## src/design/stsr_pkg.sv

```systemverilog
// shared constants, codes and types of the sorted table core
package stsr_pkg;

   localparam int CAPACITY = 64;
   localparam int ADDR_W   = 6;
   localparam int CNT_W    = 7;
   localparam int DATA_W   = 32;

   localparam logic [1:0] OP_INSERT = 2'd0;
   localparam logic [1:0] OP_SEARCH = 2'd1;
   localparam logic [1:0] OP_REMOVE = 2'd2;
   localparam logic [1:0] OP_DUMP   = 2'd3;

   localparam logic [1:0] ST_OK        = 2'd0;
   localparam logic [1:0] ST_NOT_FOUND = 2'd1;
   localparam logic [1:0] ST_FULL      = 2'd2;
   localparam logic [1:0] ST_EMPTY     = 2'd3;

   localparam logic [CNT_W-1:0] CAP_RESET = CNT_W'(CAPACITY);

   typedef struct packed {
      logic                     we;
      logic [ADDR_W-1:0]        waddr;
      logic signed [DATA_W-1:0] wdata;
      logic [ADDR_W-1:0]        raddr;
   } mem_req_type;

   typedef struct packed {
      logic lt;
      logic eq;
      logic gt;
   } cmp_res_type;

endpackage

```

## src/design/sorted_table_insert_search_remove_core.sv

```systemverilog
// top level of the sorted table core: sequencer, comparator and table storage
// Keeps up to 64 signed 32-bit entries in ascending order in a registered-read
// memory, walked by one comparator under a small sequencer. An item is taken
// when start is high and busy is low; busy then stays high until the last
// result is issued (a full insert or an empty dump never raises busy).
// Results appear for one cycle with rsp_valid and cannot be held off. Every
// table access is an address, then registered data. An insert compares from
// the top down and moves each larger entry up one place, with a separate
// write step when the value lands at index 0; a search probes by halving (at
// most 7 probes for 64 entries); a remove searches, then moves each later
// entry down one place; a dump reads and issues one result per entry. An
// empty dump or a full insert answers in the cycle after the transfer. The
// capacity register is written whenever csr_valid is high; write it only
// while the core is idle.
module sorted_table_insert_search_remove_core (
   input  logic                               clock,
   input  logic                               reset,
   input  logic                               start,
   output logic                               busy,
   input  logic [1:0]                         req_opcode,
   input  logic signed [stsr_pkg::DATA_W-1:0] req_value,
   input  logic                               csr_valid,
   output logic                               csr_ready,
   input  logic [stsr_pkg::CNT_W-1:0]         csr_data,
   output logic                               rsp_valid,
   output logic [1:0]                         rsp_status,
   output logic [stsr_pkg::ADDR_W-1:0]        rsp_position,
   output logic signed [stsr_pkg::DATA_W-1:0] rsp_element,
   output logic [stsr_pkg::CNT_W-1:0]         rsp_entry_count,
   output logic                               rsp_last
);
   import stsr_pkg::*;

   mem_req_type              mem_req;
   logic signed [DATA_W-1:0] rdata;
   logic signed [DATA_W-1:0] cmp_key;
   cmp_res_type              cmp_res;

   assign csr_ready = 1'b1;

   stsr_ctrl u_ctrl (
      .clock           (clock),
      .reset           (reset),
      .start           (start),
      .busy            (busy),
      .req_opcode      (req_opcode),
      .req_value       (req_value),
      .csr_valid       (csr_valid),
      .csr_data        (csr_data),
      .mem_req         (mem_req),
      .rdata           (rdata),
      .cmp_key         (cmp_key),
      .cmp_res         (cmp_res),
      .rsp_valid       (rsp_valid),
      .rsp_status      (rsp_status),
      .rsp_position    (rsp_position),
      .rsp_element     (rsp_element),
      .rsp_entry_count (rsp_entry_count),
      .rsp_last        (rsp_last)
   );

   stsr_cmp u_cmp (
      .probe (rdata),
      .key   (cmp_key),
      .res   (cmp_res)
   );

   stsr_ram u_ram (
      .clock   (clock),
      .mem_req (mem_req),
      .rdata   (rdata)
   );

endmodule

```

## src/design/stsr_ram.sv

```systemverilog
// single-port-write, registered-read table storage
module stsr_ram (
   input  logic                             clock,
   input  stsr_pkg::mem_req_type            mem_req,
   output logic signed [stsr_pkg::DATA_W-1:0] rdata
);
   import stsr_pkg::*;

   logic signed [DATA_W-1:0] mem [CAPACITY];
   logic signed [DATA_W-1:0] rdata_ff;

   always_ff @(posedge clock) begin
      if (mem_req.we) begin
         mem[mem_req.waddr] <= mem_req.wdata;
      end
      rdata_ff <= mem[mem_req.raddr];
   end

   assign rdata = rdata_ff;

endmodule

```

## src/design/stsr_cmp.sv

```systemverilog
// shared two's-complement signed comparator for probe and shift decisions
module stsr_cmp (
   input  logic signed [stsr_pkg::DATA_W-1:0] probe,
   input  logic signed [stsr_pkg::DATA_W-1:0] key,
   output stsr_pkg::cmp_res_type              res
);
   import stsr_pkg::*;

   always_comb begin
      res.lt = probe < key;
      res.eq = probe == key;
      res.gt = probe > key;
   end

endmodule

```

## src/design/stsr_ctrl.sv

```systemverilog
// sequencer: insert shift, binary search, remove shift and dump walk
module stsr_ctrl (
   input  logic                               clock,
   input  logic                               reset,
   input  logic                               start,
   output logic                               busy,
   input  logic [1:0]                         req_opcode,
   input  logic signed [stsr_pkg::DATA_W-1:0] req_value,
   input  logic                               csr_valid,
   input  logic [stsr_pkg::CNT_W-1:0]         csr_data,
   output stsr_pkg::mem_req_type              mem_req,
   input  logic signed [stsr_pkg::DATA_W-1:0] rdata,
   output logic signed [stsr_pkg::DATA_W-1:0] cmp_key,
   input  stsr_pkg::cmp_res_type              cmp_res,
   output logic                               rsp_valid,
   output logic [1:0]                         rsp_status,
   output logic [stsr_pkg::ADDR_W-1:0]        rsp_position,
   output logic signed [stsr_pkg::DATA_W-1:0] rsp_element,
   output logic [stsr_pkg::CNT_W-1:0]         rsp_entry_count,
   output logic                               rsp_last
);
   import stsr_pkg::*;

   localparam logic [3:0] S_IDLE     = 4'd0;
   localparam logic [3:0] S_INS_RD   = 4'd1;
   localparam logic [3:0] S_INS_CMP  = 4'd2;
   localparam logic [3:0] S_INS_PUT  = 4'd3;
   localparam logic [3:0] S_SRCH     = 4'd4;
   localparam logic [3:0] S_SRCH_CMP = 4'd5;
   localparam logic [3:0] S_REM_RD   = 4'd6;
   localparam logic [3:0] S_REM_WR   = 4'd7;
   localparam logic [3:0] S_DUMP_RD  = 4'd8;
   localparam logic [3:0] S_DUMP_OUT = 4'd9;

   logic [3:0]               state_ff, state_in;
   logic [1:0]               op_ff, op_in;
   logic signed [DATA_W-1:0] val_ff, val_in;
   logic [CNT_W-1:0]         count_ff, count_in;
   logic [CNT_W-1:0]         cap_ff, cap_in;
   logic [CNT_W-1:0]         idx_ff, idx_in;
   logic [CNT_W-1:0]         lo_ff, lo_in;
   logic [CNT_W-1:0]         hip_ff, hip_in;
   logic [ADDR_W-1:0]        mid_ff, mid_in;

   logic                     rsp_valid_ff, rsp_valid_in;
   logic [1:0]               rsp_status_ff, rsp_status_in;
   logic [ADDR_W-1:0]        rsp_pos_ff, rsp_pos_in;
   logic signed [DATA_W-1:0] rsp_elem_ff, rsp_elem_in;
   logic [CNT_W-1:0]         rsp_count_ff, rsp_count_in;
   logic                     rsp_last_ff, rsp_last_in;

   logic [CNT_W-1:0]         limit;
   logic [CNT_W-1:0]         idx_m1;
   logic [CNT_W-1:0]         idx_p1;
   logic [CNT_W:0]           mid_sum;

   assign limit   = (cap_ff > CAP_RESET) ? CAP_RESET : cap_ff;
   assign idx_m1  = idx_ff - CNT_W'(1);
   assign idx_p1  = idx_ff + CNT_W'(1);
   // floor midpoint of lo and hi-1, with hi kept as an exclusive bound
   assign mid_sum = {1'b0, lo_ff} + {1'b0, hip_ff} - (CNT_W+1)'(1);
   assign busy    = state_ff != S_IDLE;
   assign cmp_key = val_ff;

   always_comb begin
      state_in      = state_ff;
      op_in         = op_ff;
      val_in        = val_ff;
      count_in      = count_ff;
      cap_in        = csr_valid ? csr_data : cap_ff;
      idx_in        = idx_ff;
      lo_in         = lo_ff;
      hip_in        = hip_ff;
      mid_in        = mid_ff;
      mem_req.we    = 1'b0;
      mem_req.waddr = idx_ff[ADDR_W-1:0];
      mem_req.wdata = val_ff;
      mem_req.raddr = idx_ff[ADDR_W-1:0];
      rsp_valid_in  = 1'b0;
      rsp_status_in = ST_OK;
      rsp_pos_in    = '0;
      rsp_elem_in   = val_ff;
      rsp_count_in  = count_ff;
      rsp_last_in   = 1'b1;

      unique case (state_ff)
         S_IDLE: begin
            if (start) begin
               op_in  = req_opcode;
               val_in = req_value;
               idx_in = count_ff;
               lo_in  = '0;
               hip_in = count_ff;
               unique case (req_opcode)
                  OP_INSERT: begin
                     if (count_ff >= limit) begin
                        rsp_valid_in  = 1'b1;
                        rsp_status_in = ST_FULL;
                        rsp_elem_in   = req_value;
                     end else if (count_ff == '0) begin
                        state_in = S_INS_PUT;
                     end else begin
                        state_in = S_INS_RD;
                     end
                  end
                  OP_SEARCH, OP_REMOVE: begin
                     state_in = S_SRCH;
                  end
                  OP_DUMP: begin
                     idx_in = '0;
                     if (count_ff == '0) begin
                        rsp_valid_in  = 1'b1;
                        rsp_status_in = ST_EMPTY;
                        rsp_elem_in   = '0;
                     end else begin
                        state_in = S_DUMP_RD;
                     end
                  end
                  default: ;
               endcase
            end
         end
         S_INS_RD: begin
            mem_req.raddr = idx_m1[ADDR_W-1:0];
            state_in      = S_INS_CMP;
         end
         S_INS_CMP: begin
            if (cmp_res.gt) begin
               // move the larger neighbor up one place
               mem_req.we    = 1'b1;
               mem_req.wdata = rdata;
               idx_in        = idx_m1;
               state_in      = (idx_ff == CNT_W'(1)) ? S_INS_PUT : S_INS_RD;
            end else begin
               mem_req.we    = 1'b1;
               count_in      = count_ff + CNT_W'(1);
               rsp_valid_in  = 1'b1;
               rsp_pos_in    = idx_ff[ADDR_W-1:0];
               rsp_count_in  = count_ff + CNT_W'(1);
               state_in      = S_IDLE;
            end
         end
         S_INS_PUT: begin
            mem_req.we   = 1'b1;
            count_in     = count_ff + CNT_W'(1);
            rsp_valid_in = 1'b1;
            rsp_pos_in   = idx_ff[ADDR_W-1:0];
            rsp_count_in = count_ff + CNT_W'(1);
            state_in     = S_IDLE;
         end
         S_SRCH: begin
            if (lo_ff < hip_ff) begin
               mid_in        = mid_sum[ADDR_W:1];
               mem_req.raddr = mid_sum[ADDR_W:1];
               state_in      = S_SRCH_CMP;
            end else begin
               rsp_valid_in  = 1'b1;
               rsp_status_in = ST_NOT_FOUND;
               state_in      = S_IDLE;
            end
         end
         S_SRCH_CMP: begin
            if (cmp_res.eq) begin
               idx_in = {1'b0, mid_ff};
               if (op_ff == OP_REMOVE && ({1'b0, mid_ff} + CNT_W'(1)) < count_ff) begin
                  state_in = S_REM_RD;
               end else begin
                  if (op_ff == OP_REMOVE) begin
                     count_in     = count_ff - CNT_W'(1);
                     rsp_count_in = count_ff - CNT_W'(1);
                  end
                  rsp_valid_in = 1'b1;
                  rsp_pos_in   = mid_ff;
                  state_in     = S_IDLE;
               end
            end else if (cmp_res.lt) begin
               lo_in    = {1'b0, mid_ff} + CNT_W'(1);
               state_in = S_SRCH;
            end else begin
               hip_in   = {1'b0, mid_ff};
               state_in = S_SRCH;
            end
         end
         S_REM_RD: begin
            mem_req.raddr = idx_p1[ADDR_W-1:0];
            state_in      = S_REM_WR;
         end
         S_REM_WR: begin
            // close the gap one entry at a time
            mem_req.we    = 1'b1;
            mem_req.wdata = rdata;
            idx_in        = idx_p1;
            if ((idx_p1 + CNT_W'(1)) < count_ff) begin
               state_in = S_REM_RD;
            end else begin
               count_in     = count_ff - CNT_W'(1);
               rsp_valid_in = 1'b1;
               rsp_pos_in   = mid_ff;
               rsp_count_in = count_ff - CNT_W'(1);
               state_in     = S_IDLE;
            end
         end
         S_DUMP_RD: begin
            state_in = S_DUMP_OUT;
         end
         S_DUMP_OUT: begin
            rsp_valid_in = 1'b1;
            rsp_pos_in   = idx_ff[ADDR_W-1:0];
            rsp_elem_in  = rdata;
            rsp_last_in  = idx_p1 == count_ff;
            idx_in       = idx_p1;
            state_in     = (idx_p1 == count_ff) ? S_IDLE : S_DUMP_RD;
         end
         default: begin
            state_in = S_IDLE;
         end
      endcase
   end

   always_ff @(posedge clock) begin
      if (reset) begin
         state_ff     <= S_IDLE;
         count_ff     <= '0;
         cap_ff       <= CAP_RESET;
         rsp_valid_ff <= 1'b0;
      end else begin
         state_ff     <= state_in;
         count_ff     <= count_in;
         cap_ff       <= cap_in;
         rsp_valid_ff <= rsp_valid_in;
      end
   end

   always_ff @(posedge clock) begin
      op_ff         <= op_in;
      val_ff        <= val_in;
      idx_ff        <= idx_in;
      lo_ff         <= lo_in;
      hip_ff        <= hip_in;
      mid_ff        <= mid_in;
      rsp_status_ff <= rsp_status_in;
      rsp_pos_ff    <= rsp_pos_in;
      rsp_elem_ff   <= rsp_elem_in;
      rsp_count_ff  <= rsp_count_in;
      rsp_last_ff   <= rsp_last_in;
   end

   assign rsp_valid       = rsp_valid_ff;
   assign rsp_status      = rsp_status_ff;
   assign rsp_position    = rsp_pos_ff;
   assign rsp_element     = rsp_elem_ff;
   assign rsp_entry_count = rsp_count_ff;
   assign rsp_last        = rsp_last_ff;

endmodule

```

## config.mk

```make
export PLATFORM = sky130hd
export DESIGN_NAME = sorted_table_insert_search_remove_core
export DESIGN_NICKNAME = d
export VERILOG_FILES = /design/src/design/stsr_pkg.sv /design/src/design/sorted_table_insert_search_remove_core.sv /design/src/design/stsr_ram.sv /design/src/design/stsr_cmp.sv /design/src/design/stsr_ctrl.sv
export SDC_FILE = /design/constraint.sdc
export NUM_CORES = 2
export LEC_CHECK = 0
export ABC_AREA = 1
export BUFFER_PORTS_ARGS = -buffer_cell sky130_fd_sc_hd__clkbuf_2
export CORE_MARGIN = 2
export CORE_UTILIZATION = 29
export CTS_CLUSTER_DIAMETER = 60
export CTS_CLUSTER_SIZE = 12
export DETAILED_ROUTE_END_ITERATION = 8
export HOLD_SLACK_MARGIN = 0.06
export PLACE_DENSITY = 0.48
export REMOVE_ABC_BUFFERS = 1
export SETUP_SLACK_MARGIN = 0.15
export SYNTH_ARGS = -nofsm -noshare
export SYNTH_HDL_FRONTEND = slang
export SYNTH_SLANG_ARGS = --single-unit
```

## constraint.sdc

```tcl
create_clock -name clock -period 5.64 [get_ports clock]
set_clock_uncertainty 0.05 [all_clocks]
set_input_delay 1.128 -clock clock [delete_from_list [all_inputs] [get_ports clock]]
set_output_delay 1.128 -clock clock [all_outputs]
set_load 0.005 [all_outputs]
```

==> flow_metrics.env <==
export IMPL_status="finished, final reports clean"
export IMPL_grt_use_total_pct=19.6
export IMPL_synth_warnings=0
export IMPL_netlist_instances=9208
export IMPL_slowest_delay_ns=0.97
export IMPL_final_max_slew_violation_count=0
export IMPL_stdcell_count=13900
export IMPL_path_delay_family="simple AND/OR/NAND/NOR gates"
export IMPL_cp_slowest_cell="nor2_4"
export IMPL_grt_pass1_wl_um=498000
export IMPL_totalPowerFinal_mw=66.6
export IMPL_cts_htree_levels=4
export IMPL_end_kind="register"
export IMPL_initial_core_util_pct=29.2
export IMPL_dr_total_vias=70500
export IMPL_critical_path_class="register to register"
export IMPL_ys_ff_latch=2208
export IMPL_ir_worst_vdd_mv=0.696
export IMPL_synth_area_leader_cell="edfxtp_1"
export IMPL_insertion_delay_ns=0.92
export IMPL_avgSynthCellArea_um2=10.8
export IMPL_root_buffer="clkbuf_16"
export IMPL_critPathRequiredTime_ns=6.41
export IMPL_clkTransAtPathRegs_ns=0.06
export IMPL_drt_initial_drc_count=7817
export IMPL_fin_util_pct=33.2
export IMPL_placed_cells=13500
export IMPL_final_hold_viol_count=0
export IMPL_grt_antenna_before_repair=18
export IMPL_tightest_slew_ns=1.26
export IMPL_fmax_mhz=214
export IMPL_die_area_um2=348000
export IMPL_crit_fanout=31
export IMPL_port_buffers=94
export IMPL_drive_gt1_share_pct=8.14
export IMPL_cts_resized=0
export IMPL_wirelength_um=350000
export IMPL_arrival_ns=5.44
export IMPL_numCtsBuffers=219
export IMPL_worst_path_most_repeated_cell="nand3_1"
export IMPL_critPathLaunchType="register"
export IMPL_crit_chain="inv_2 -> ha_1 -> o21ai_0 -> o21bai_1 -> nor2_4 -> buf_12 -> buf_12 -> nand3_1 -> nand3_1 -> nand3_1 -> nand3_1 -> nand3_1 -> nand2_1"
export IMPL_layout_commonest_cell="nand3_1"
export IMPL_grt_ovfl_total=0
export IMPL_synth_area_um2=99400
export IMPL_gp_congestion=0.853
export IMPL_synth_main_ff_cell="edfxtp_1"
export IMPL_power_density_nw_per_um2=588
export IMPL_clock_sinks=2208
export IMPL_synthToLayoutAreaGrowth_pct=13.9
export IMPL_grt_max_degree=160
export IMPL_grt_pass1_vias=66800
export IMPL_viasPerCell=5.08
export IMPL_nNetsFinal=9319
export IMPL_cp_num_buf_inv=3
export IMPL_mostFrequentLayoutCells="nand3_1 (2244), edfxtp_1 (2109), nand2_1 (1425)"
export IMPL_setup_viol=0
export IMPL_hold_worst_slack_ns=0.385
export IMPL_die_y_um=590
export IMPL_drt_first_pass_iters=5
export IMPL_final_fill_count=34100
export IMPL_route_detailed_drc=0
export IMPL_coreArea_um2=341000
export IMPL_ctsHoldBuffers=0
export IMPL_synthArstFlopShare_pct=0
export IMPL_hpwl_um=194000
export IMPL_post_route_min_period_ns=4.66
export IMPL_cts_tree="built"
export IMPL_fin_ws_ns=0.977
export IMPL_post_cts_buffers=0
export IMPL_rsz0062_at_grt="no"
export IMPL_ios=96
export IMPL_timing_final_crit_share_pct=82.7
export IMPL_synth_top_area_share_pct=63.7
export IMPL_ctsLongestPathBuffers=4
export IMPL_synth_cell_types=46
export IMPL_maxSlewHeadroom_pct=16.0
export IMPL_ys_top_cells_by_area="edfxtp_1 (64%), nand3_1 (11%), nand3b_1 (5.8%)"
export IMPL_antenna_left=0
export IMPL_max_cap_violations=0
export IMPL_yosysSeqAreaShare_pct=65.7
export IMPL_synth_edf_count=2109
export IMPL_wl_per_cell_um=25.3
export IMPL_hold_class="input port to register"
export IMPL_die_w_um=590
export IMPL_leakage_nw=42.9
export IMPL_place_ws_ns=1.08
export IMPL_placementRows=214
[final timing paths]
check                      to        startpoint  cells past startpoint  slack [ns]
max           u_ram.rdata[26]  u_ctrl.idx_ff[0]                     13        0.98
min          u_ctrl.cap_ff[6]       csr_data[6]                      3        0.39
max reg2reg   u_ram.rdata[26]  u_ctrl.idx_ff[0]                     13        0.98
min reg2reg  u_ctrl.cap_ff[0]  u_ctrl.cap_ff[0]                      2        0.42
[synthesized netlist by cell type, drive strengths merged, types with 4 or more instances]
library cell and instances:
a21oi 61, buf 381, clkbuf 222, clkinv 8, dfxtp 99, edfxtp 2109, ha 79, inv 1335
nand2 1446, nand3 2246, nand3b 765, nand4 21, nor2 159, nor3 13, o2111ai 4, o211ai 39
o21a 6, o21ai 128, o221ai 32, o22ai 10, o31ai 4, or2 4, xnor2 5, xor2 23
[state kept, by name, summed over array words and instances, names as in the netlist]
signal and flops:
u_ctrl.cmp_key 32, u_ctrl.rsp_position 6, u_ctrl.cap_ff 7, u_ctrl.rsp_status 2, u_ctrl.rsp_valid 1, u_ctrl.op_ff 2
u_ram.mem 2048, u_ctrl.mid_ff 6, u_ctrl.state_ff 4, u_ctrl.rsp_entry_count 7, u_ram.rdata 32, u_ctrl.lo_ff 7
u_ctrl.rsp_element 32, u_ctrl.count_ff 7, u_ctrl.rsp_last 1, u_ctrl.hip_ff 7, u_ctrl.idx_ff 7
[through the flow]
stage	setup TNS, ns	instance area, um^2
finish	0	113000
global route	0	113000
CTS	0	113000
detailed placement	0	107000
global placement	0	107000
floorplan	-1391.60	96700
[worst register-to-register path: stages (launching register included)]
cell      delay [ns]
edfxtp_1        0.73
inv_2           0.26
ha_1            0.54
o21ai_0         0.18
o21bai_1        0.21
nor2_4          0.97
buf_12          0.33
buf_12          0.29
nand3_1         0.11
nand3_1         0.10
nand3_1         0.12
nand3_1         0.20
nand3_1         0.27
nand2_1         0.26
[final cells by class]
class                   instances  area, um^2  share of cell area [%]
inverters                    1343        5050                    4.47
clock buffers                 311        5960                    5.27
flip-flops and latches       2208       65300                    57.7
well taps                    4536        5680                    5.01
diodes                         13        32.5                  0.0287
repair buffers                368        3820                    3.37
clock inverters                24         259                   0.229
multi-input cells            5054       27100                    23.9
[metal layers]
layer  vias up  share of wire [%]  global-route usage, %
met5         -                  0                      0
met4         0                3.7                   6.60
met3       567                7.5                   2.54
met2      2975                 46                   31.8
met1     35300                 43                   27.0
li1      31600                  -                      -
[kinds of logic after synthesis]
family | Yosys count | synth area share [%]
adders and majority gates | 80 | 1.01
xor gates and xnor gates | 28 | 0.247
DFF | 2208 | 65.7
buffers and inverters | 1946 | 7.84
and+or+nand+nor | 4655 | 23.4
other | 1 | 0.00377
AOI/OAI and AO/OA | 290 | 1.76
[power by group]
group          leakage, nW  switching [mW]  internal [mW]
Combinational         20.1            23.9           8.59
Clock                 3.01            6.27           7.40
Sequential            19.8           0.351           20.1
(Power assumes the default switching activity.)
